$ cat src/design/fpba_pkg.sv
package fpba_pkg;

  localparam int SIZE_W = 17;
  localparam int CFG_IDX_W = 2;
  localparam int CFG_DATA_W = 17;

  localparam logic OP_ALLOC = 1'b0;
  localparam logic OP_FREE = 1'b1;

  localparam logic [1:0] POL_BEST = 2'd0;
  localparam logic [1:0] POL_FIRST = 2'd1;
  localparam logic [1:0] POL_WORST = 2'd2;
  localparam logic [1:0] POL_NONE = 2'd3;

  localparam logic [1:0] ST_OK = 2'd0;
  localparam logic [1:0] ST_NOFIT = 2'd1;
  localparam logic [1:0] ST_BADFREE = 2'd2;
  localparam logic [1:0] ST_FULL = 2'd3;

  localparam logic [CFG_IDX_W-1:0] REG_FIT_POLICY = 2'd0;
  localparam logic [CFG_IDX_W-1:0] REG_REGION = 2'd1;

  localparam logic [1:0] CMD_NOP = 2'd0;
  localparam logic [1:0] CMD_ALLOC = 2'd1;
  localparam logic [1:0] CMD_MERGE = 2'd2;

  typedef struct packed {
    logic        opcode;
    logic [15:0] request_size;
    logic [15:0] payload_address;
  } req_t;

  typedef struct packed {
    logic [15:0] granted_address;
    logic [1:0]  status;
  } rsp_t;

  typedef struct packed {
    logic [1:0] op;
    logic       split;
    logic       merge;
    logic       clr;
  } cell_ctl_t;

endpackage

$ cat src/design/fpba_cell.sv
module fpba_cell #(
  parameter int AW = 16,
  parameter int IW = 6,
  parameter int HB = 8,
  parameter int K = 0
) (
  input  logic                      clk,
  input  logic                      rst,
  input  logic                      init,
  input  logic [AW-1:0]             init_pay,
  input  fpba_pkg::cell_ctl_t       ctl,
  input  logic [IW-1:0]             cmd_idx,
  input  logic [fpba_pkg::SIZE_W-1:0] size,
  input  logic                      scan_free,
  input  logic [1:0]                policy,
  input  logic [15:0]               addr,
  input  logic                      lft_valid,
  input  logic                      lft_busy,
  input  logic [AW-1:0]             lft_start,
  input  logic [AW-1:0]             lft_pay,
  input  logic                      rgt_valid,
  input  logic                      rgt_busy,
  input  logic [AW-1:0]             rgt_start,
  input  logic [AW-1:0]             rgt_pay,
  output logic                      valid,
  output logic                      busy,
  output logic [AW-1:0]             start,
  output logic [AW-1:0]             pay,
  input  logic                      si_found,
  input  logic [IW-1:0]             si_idx,
  input  logic [AW-1:0]             si_pay,
  input  logic [AW-1:0]             si_start,
  input  logic                      si_busy,
  input  logic                      si_prev,
  input  logic                      si_next,
  output logic                      so_found,
  output logic [IW-1:0]             so_idx,
  output logic [AW-1:0]             so_pay,
  output logic [AW-1:0]             so_start,
  output logic                      so_busy,
  output logic                      so_prev,
  output logic                      so_next
);

  localparam int CW = (AW > 17 ? AW : 17) + 1;
  localparam logic [IW:0] KV = (IW+1)'(K);

  logic [IW:0] idx_w;
  logic        is_me;
  logic        is_next;
  logic        after_next;
  logic        after;
  logic        fits;
  logic        hit;
  logic        elig;
  logic        take;
  logic [CW-1:0] new_start;
  logic [CW-1:0] new_pay;
  logic [CW-1:0] merged_pay;

  assign idx_w = (IW+1)'(cmd_idx);
  assign is_me = idx_w == KV;
  assign is_next = idx_w + (IW+1)'(1) == KV;
  assign after_next = KV > idx_w + (IW+1)'(1);
  assign after = KV > idx_w;
  assign new_start = CW'(lft_start) + CW'(HB) + CW'(size);
  assign new_pay = CW'(lft_pay) - CW'(size) - CW'(HB);
  assign merged_pay = CW'(pay) + CW'(HB) + CW'(rgt_pay);

  always_ff @(posedge clk) begin
    if (init) begin
      valid <= (K == 0);
      busy <= 1'b0;
      start <= '0;
      pay <= (K == 0) ? init_pay : '0;
    end else begin
      case (ctl.op)
        fpba_pkg::CMD_ALLOC: begin
          if (is_me) begin
            busy <= 1'b1;
            if (ctl.split) pay <= AW'(size);
          end else if (ctl.split && is_next) begin
            valid <= 1'b1;
            busy <= 1'b0;
            start <= AW'(new_start);
            pay <= AW'(new_pay);
          end else if (ctl.split && after_next) begin
            valid <= lft_valid;
            busy <= lft_busy;
            start <= lft_start;
            pay <= lft_pay;
          end
        end
        fpba_pkg::CMD_MERGE: begin
          if (is_me) begin
            if (ctl.clr) busy <= 1'b0;
            if (ctl.merge) pay <= AW'(merged_pay);
          end else if (ctl.merge && after) begin
            valid <= rgt_valid;
            busy <= rgt_busy;
            start <= rgt_start;
            pay <= rgt_pay;
          end
        end
        default: ;
      endcase
    end
  end

  // search stage, one cell per cycle
  assign fits = CW'(pay) >= CW'(size);
  assign hit = CW'(start) + CW'(HB) == CW'(addr);
  assign elig = scan_free ? (valid && hit) : (valid && !busy && fits);
  assign take = elig && (!si_found || (!scan_free &&
                ((policy == fpba_pkg::POL_BEST && pay < si_pay) ||
                 (policy == fpba_pkg::POL_WORST && pay > si_pay))));

  always_ff @(posedge clk) begin
    if (rst) begin
      so_found <= 1'b0;
    end else begin
      so_found <= si_found || elig;
    end
    if (take) begin
      so_idx <= IW'(K);
      so_pay <= pay;
      so_start <= start;
      so_busy <= busy;
      so_prev <= lft_valid && !lft_busy;
      so_next <= rgt_valid && !rgt_busy;
    end else begin
      so_idx <= si_idx;
      so_pay <= si_pay;
      so_start <= si_start;
      so_busy <= si_busy;
      so_prev <= si_prev;
      so_next <= si_next;
    end
  end

endmodule
$ cat config.mk
export PLATFORM = sky130hd
export DESIGN_NAME = fpba_cell
export DESIGN_NICKNAME = d
export VERILOG_FILES = /design/src/design/fpba_pkg.sv /design/src/design/fpba_cell.sv
export SDC_FILE = /design/constraint.sdc
export NUM_CORES = 1
export LEC_CHECK = 0
export BUFFER_PORTS_ARGS = -buffer_cell sky130_fd_sc_hd__clkbuf_2
export CORE_AREA = 2 2 166 168
export CTS_BUF_LIST = sky130_fd_sc_hd__clkbuf_4 sky130_fd_sc_hd__clkbuf_8
export DETAILED_ROUTE_END_ITERATION = 8
export DIE_AREA = 0 0 168 170
export PLACE_DENSITY = 0.61
export REMOVE_ABC_BUFFERS = 1
export SETUP_SLACK_MARGIN = 0.5
export SKIP_CTS_REPAIR_TIMING = 1
export SYNTH_ARGS = -nofsm -noshare
export SYNTH_HDL_FRONTEND = slang
export SYNTH_SLANG_ARGS = --single-unit
$ cat constraint.sdc
create_clock -name clk -period 3.3 [get_ports clk]
set_input_delay 0.495 -clock clk [delete_from_list [all_inputs] [get_ports clk]]
set_output_delay 0.495 -clock clk [all_outputs]
set_load 0.1 [all_outputs]
After elaboration in Yosys (flattened, before gate mapping)
Cells that the tools add are included.
Storage, ports and cells
  bits in registers: 76
  latch bits: 0
  bits in writable memories: 0
  ROM bits: 0
  output and inout port bits: 76
  logic and storage cells: 101
  memories: 0
Cells by class
  add/subtract/negate cells: 8
  multiply operators: 0
  div/mod/pow operators: 0
  magnitude comparators: 5
  equality and inequality tests: 15
  shift-type cells: 0
  multiplexer cells: 34
  bitwise gates (word level): 0
  reduce and logical (&&, ||, !) cells: 28
Operator list (number)
  16-bit two-way mux: 15
  16-bit one-hot mux with 2 select lines: 2
  16-bit adder: 2
  16-bit by 4-bit adder with 16-bit output, second input constant: 2
  16-bit by 4-bit adder with 17-bit output, second input constant: 1
  17-bit by 16-bit == test with 1-bit output: 1
  16-bit by 17-bit >= comparator with 1-bit output: 1
  16-bit > comparator: 1
  16-bit < comparator: 1
  4-bit inequality test, second input constant: 4
  16-bit subtractor: 1
  16-bit by 4-bit subtractor with 16-bit output, second input constant: 1
  1-bit two-way mux: 15
  7-bit logical NOT: 2
  1-bit logical AND: 12
  5-bit AND reduction: 2
  3-bit inequality test, second input constant: 3
  6-bit by 1-bit adder with 7-bit output, second input constant: 1
  1-bit by 7-bit > comparator with 1-bit output, first input constant: 1
  1-bit by 6-bit > comparator with 1-bit output, first input constant: 1
  2-bit inequality test, second input constant: 3
  1-bit logical NOT: 5
  5-bit inequality test, second input constant: 1
  2-bit == test, second input constant: 2
  other kinds (7): 10

Logic depth before layout (Yosys ltp)
  depth in word-level cells: 8
  mapped depth: 14

Worst setup path before layout
OpenSTA, ideal clock, no wires.
  path kind: reg2reg
  start: register pay[9]
  end: register pay[15], data pin
  setup time: 262 ps
  arrival time: 3159 ps
  slack: -122 ps
  cell stages (with the launch flop): 11
  path buffers: 0
  cells stage by stage: edfxtp_1 -> ha_1 -> ha_1 -> a21o_1 -> a21o_1 -> or3_1 -> o21ai_0 -> o21ai_0 -> a31oi_1 -> xnor2_1 -> o22ai_1
On the way
  cells in the longest elaborated chain, start to end: 6
RTL lines
  start: declaration: RTL line fpba_cell.sv:28  | output logic [AW-1:0] pay,
  start signal: assignment: RTL line fpba_cell.sv:75  | pay <= (K == 0) ? init_pay : '0;
  start signal: assignment: RTL line fpba_cell.sv:81  | if (ctl.split) pay <= AW'(size);
  start signal: assignment: RTL line fpba_cell.sv:86  | pay <= AW'(new_pay);
  16-bit by 4-bit adder with 16-bit output: RTL line fpba_cell.sv:68  | assign merged_pay = CW'(pay) + CW'(HB) + CW'(rgt_pay);
  16-bit adder: RTL line fpba_cell.sv:68
  16-bit two-way mux: RTL line fpba_cell.sv:97  | if (ctl.merge) pay <= AW'(merged_pay);
  16-bit two-way mux: RTL line fpba_cell.sv:95  | if (is_me) begin
  16-bit one-hot mux with 2 select lines: RTL line fpba_cell.sv:77  | case (ctl.op)
  16-bit two-way mux: RTL line fpba_cell.sv:71  | if (init) begin
Every way passes these cells. The select of a mux whose other input is x is not followed.
A chain may end at the register's enable or synchronous reset.

Worst setup path after layout
  start: register pay[9]
  end: register so_start[9]
On the way
  cells in the longest elaborated chain, start to end: 7
  elaborated cells between the ends (all ways): 12
  classes of those cells: 3 x order compare; 2 x mux; 7 x reduce/logical
RTL lines
  16-bit < comparator or 16-bit > comparator (tied branches): RTL line fpba_cell.sv:115, fpba_cell.sv:116
  1-bit logical AND, on equally long branches: RTL line fpba_cell.sv:115, fpba_cell.sv:116
  1-bit logical OR: RTL line fpba_cell.sv:115  | ((policy == fpba_pkg::POL_BEST && pay < si_pay) ||
  1-bit logical AND: RTL line fpba_cell.sv:114  | assign take = elig && (!si_found || (!scan_free &&
  1-bit logical OR: RTL line fpba_cell.sv:114
  1-bit logical AND *: RTL line fpba_cell.sv:114
  16-bit two-way mux *: RTL line fpba_cell.sv:124  | if (take) begin
  end signal: assignment: RTL line fpba_cell.sv:127  | so_start <= start;
  end signal: assignment: RTL line fpba_cell.sv:134  | so_start <= si_start;
  end: declaration: RTL line fpba_cell.sv:39  | output logic [AW-1:0] so_start,
Mark *: on every way between the ends. The rest lies on a longest branch, timed or not.

==> results by group <==
Synth
  • Ys async rst share: 0%
  • Yosys reg bits: 76
  • Top-count cell post-synth: ha_1
  • Avg Cell Area, Syn: 8.38 sq um
  • Main synth FF type: dfxtp_1
  • Post-synth top cells: ha_1 (123), inv_1 (98), nand2_1 (76)
  • Mapped Area: 7440 sq um
  • Post-synth top area share: 20.7%
  • Cell taking the most area after synthesis: ha_1
  • Yosys warns: 0
  • Post-synth EDFFs: 16
  • Ranking of synthesized cells by area: ha_1 (21%), dfxtp_1 (16%), edfxtp_1 (6.5%)
  • Post-Syn Instances: 888
  • Post-synthesis sequential area ratio: 22.6%
  • Number of distinct library cells after synthesis: 60

Worst hold path
  • Hold depth: 2
  • Path category of the worst min-delay check: in -> reg
  • HP Start: rst

Timing
  • Hold slack: 0.301 ns
  • Setup TNS: 0 ns
  • Slew @ Worst Pin: 0.779 ns
  • Endpoints failing hold: 0
  • Minimum clock period: 3.06 ns
  • Final-report setup violation count: 0
  • RSZ-0062 raised after global routing: yes
  • Worst Slack Setup Final: 0.241 ns
  • Max Transition Viols Final: 0
  • Max-slew headroom: 47.9%
  • Clock skew: 0.0228 ns
  • Final period util: 92.7%
  • Peak Freq: 327 MHz

Critical path
  • WP data arrival: 3.32 ns
  • Most frequent CP cell: a21o_1
  • Max FO, Critical Path: 7
  • Worst R2R Setup Slack: 0.24 ns
  • Crit-path cells: ha_4 > a21o_1 > a21o_1 > a221o_1 > a221oi_2 > buf_4 > o21ai_4 > mux2i_4 > a2bb2oi_4 > buf_6 > clkbuf_16 > mux2_4
  • RR Startpoint: pay[9]
  • Critical Path RT: 3.56 ns
  • Max stage delay on crit path: 0.48 ns
  • Critical Path Start Type: register
  • FF-to-FF path depth: 12
  • CP max-delay cell: edfxtp_1
  • Worst Setup SP: pay[9]
  • Element type at the critical path end: register
  • CP Class: reg -> reg

Cells and area
  • Filler cell count: 2711
  • Finished Layout Cells: 1553
  • Final Core Density: 39.5%
  • Layout Nets: 1508
  • Layout cells sized above 1: 37.4%
  • Fin area: 10500 sq um
  • Area grow syn2layout: 41.4%

Die
  • Die area: 28600 sq um
  • Starting Density: 27.9%
  • Die X: 168 um
  • Core region area: 26700 sq um
  • I/O pins: 252
  • Num rows: 60
  • Die Ht: 170 um

Routing
  • Avg Vias per Cell: 4.93
  • Vias post-DR: 7655
  • Initial DRT Pass Iterations: 5
  • Post-DRT Antenna Nets: 0
  • Iteration-0 DRC Markers: 316
  • Post-Route WL: 27500 um
  • DR WL/cell: 17.7 um
  • DR DRC count: 0

Pwr
  • Combinational power share: 51.6%
  • Switching Share: 43.4%
  • Cell Int Power: 2.18 mW
  • Power per Cell Area: 366 nW/um^2
  • Final Power: 3.85 mW
  • Lkg Pwr: 5.19 nW
  • VDD IR-drop max: 0.000214 V
  • Sw Pwr: 1.67 mW
  • Reg power frac: 27.1%
  • Clk network pwr share: 21.3%

Place
  • Dpl cells: 1519
  • Placer Congestion: 0.839
  • Port bufs: 242
  • HPWL after detailed placement: 21600 um
  • Pre-CTS setup slack: -0.263 ns
  • Placed inst area: 9530 sq um

Clock network
  • Root buffer selected by CTS: clkbuf_8
  • Clock transition at the registers of the reported paths: 0.09 ns
  • CTS tree: yes
  • CTS H-tree lvls: 3
  • CTS buffer count: 9
  • CTS sink cnt: 76
  • Clk buf depth: 2
  • Worst skew pair latency: 0.39 ns

Global route
  • Grt ovf: 0
  • First-pass GRT wire length: 39100 um
  • Largest net degree at the start of global routing: 30
  • Antenna violations before repair: 2
  • Vias in the first global route: 7284
  • Gr usage total: 17.9%

Status
  • Outcome: finished clean

Job
  • Max-cap viol count: 0
## power by group through the flow
stage	logic, mW	registers (mW)	clock network (mW)
final	1.99	1.04	0.820
after global routing	2.15	1.05	0.876
after CTS	1.76	1.05	0.855
after floorplan	0.762	1.53	0
after global placement	1.73	1.07	0
after detailed placement	1.75	1.07	0
## kinds of logic (layout without fill, tap and decap cells)
kind of cell    Yosys count  count (layout)  synth area share (%)
simple gates            234             234                  15.4
compound gates          226             226                  20.0
buf+inv                 128             451                  6.90
fa+ha+maj               126             126                  21.5
flops                    76              76                  22.6
xor+xnor                 50              50                  5.89
mux                      48              48                  7.74
other cells               0               1                     0
## routing by layer
metal  up-vias  track usage, %  share of wire (%)
met4         2            4.91                1.5
li1       3849               -                  -
met2       251            30.0                 47
met5         -               0              0.054
met1      3521            23.4                 45
met3        32            3.72                5.9
## placed cells by master (no fill, tap or decap), types with 5 or more instances in the layout
master | netlist | final
dfxtp_1 | 60 | 60
inv_1 | 98 | 93
nand3_1 | 17 | 17
a31oi_1 | 19 | 17
xnor2_1 | 26 | 24
inv_2 | 0 | 5
ha_4 | 0 | 10
nand2_1 | 76 | 76
a211oi_1 | 14 | 11
buf_6 | 4 | 9
clkbuf_2 | 0 | 240
nand2b_1 | 9 | 9
nand4_1 | 7 | 7
o31ai_1 | 6 | 5
o21a_1 | 9 | 9
ha_1 | 123 | 111
nor2b_1 | 18 | 14
o21ai_0 | 53 | 42
and4_1 | 8 | 7
buf_4 | 0 | 81
o21ai_1 | 1 | 7
xor2_1 | 24 | 24
nor2_1 | 44 | 44
clkbuf_8 | 0 | 11
mux2_4 | 0 | 35
mux2i_1 | 8 | 7
edfxtp_1 | 16 | 16
or3_1 | 6 | 6
nor3_1 | 28 | 26
o211ai_1 | 21 | 21
a21o_1 | 19 | 19
a21oi_1 | 45 | 43
## area by class of cell
type	instances	area [sq um]	area share [%]
multi-input combinational	684	5790	55.1
clock inverter	5	56.3	0.535
clock buffer	11	151	1.44
antenna	1	2.50	0.0238
sequential	76	1680	16.0
inverter	99	372	3.53
tap	341	427	4.06
timing repair buffer	336	2040	19.4
## state kept, by name, summed over array words and instances (netlist names)
register / flops
busy: 1
so_prev: 1
start: 16
pay: 16
so_pay: 16
so_busy: 1
so_found: 1
so_start: 16
valid: 1
so_idx: 6
so_next: 1
## worst max-delay path, delay by kind of cell, from the launching register on
family | cells | cell delay [ns]
buffers and inverters | 3 | 0.51
flip-flops | 1 | 0.48
multiplexers | 2 | 0.53
adder cells (fa/ha/maj) | 1 | 0.26
AO/OA/AOI/OAI | 6 | 1.15
## final timing paths
path	end
hold reg to reg	busy
setup / recovery	so_start[9]
setup reg to reg	so_start[9]
hold / removal	so_found
Note: power is estimated with default switching activity, not from simulation.
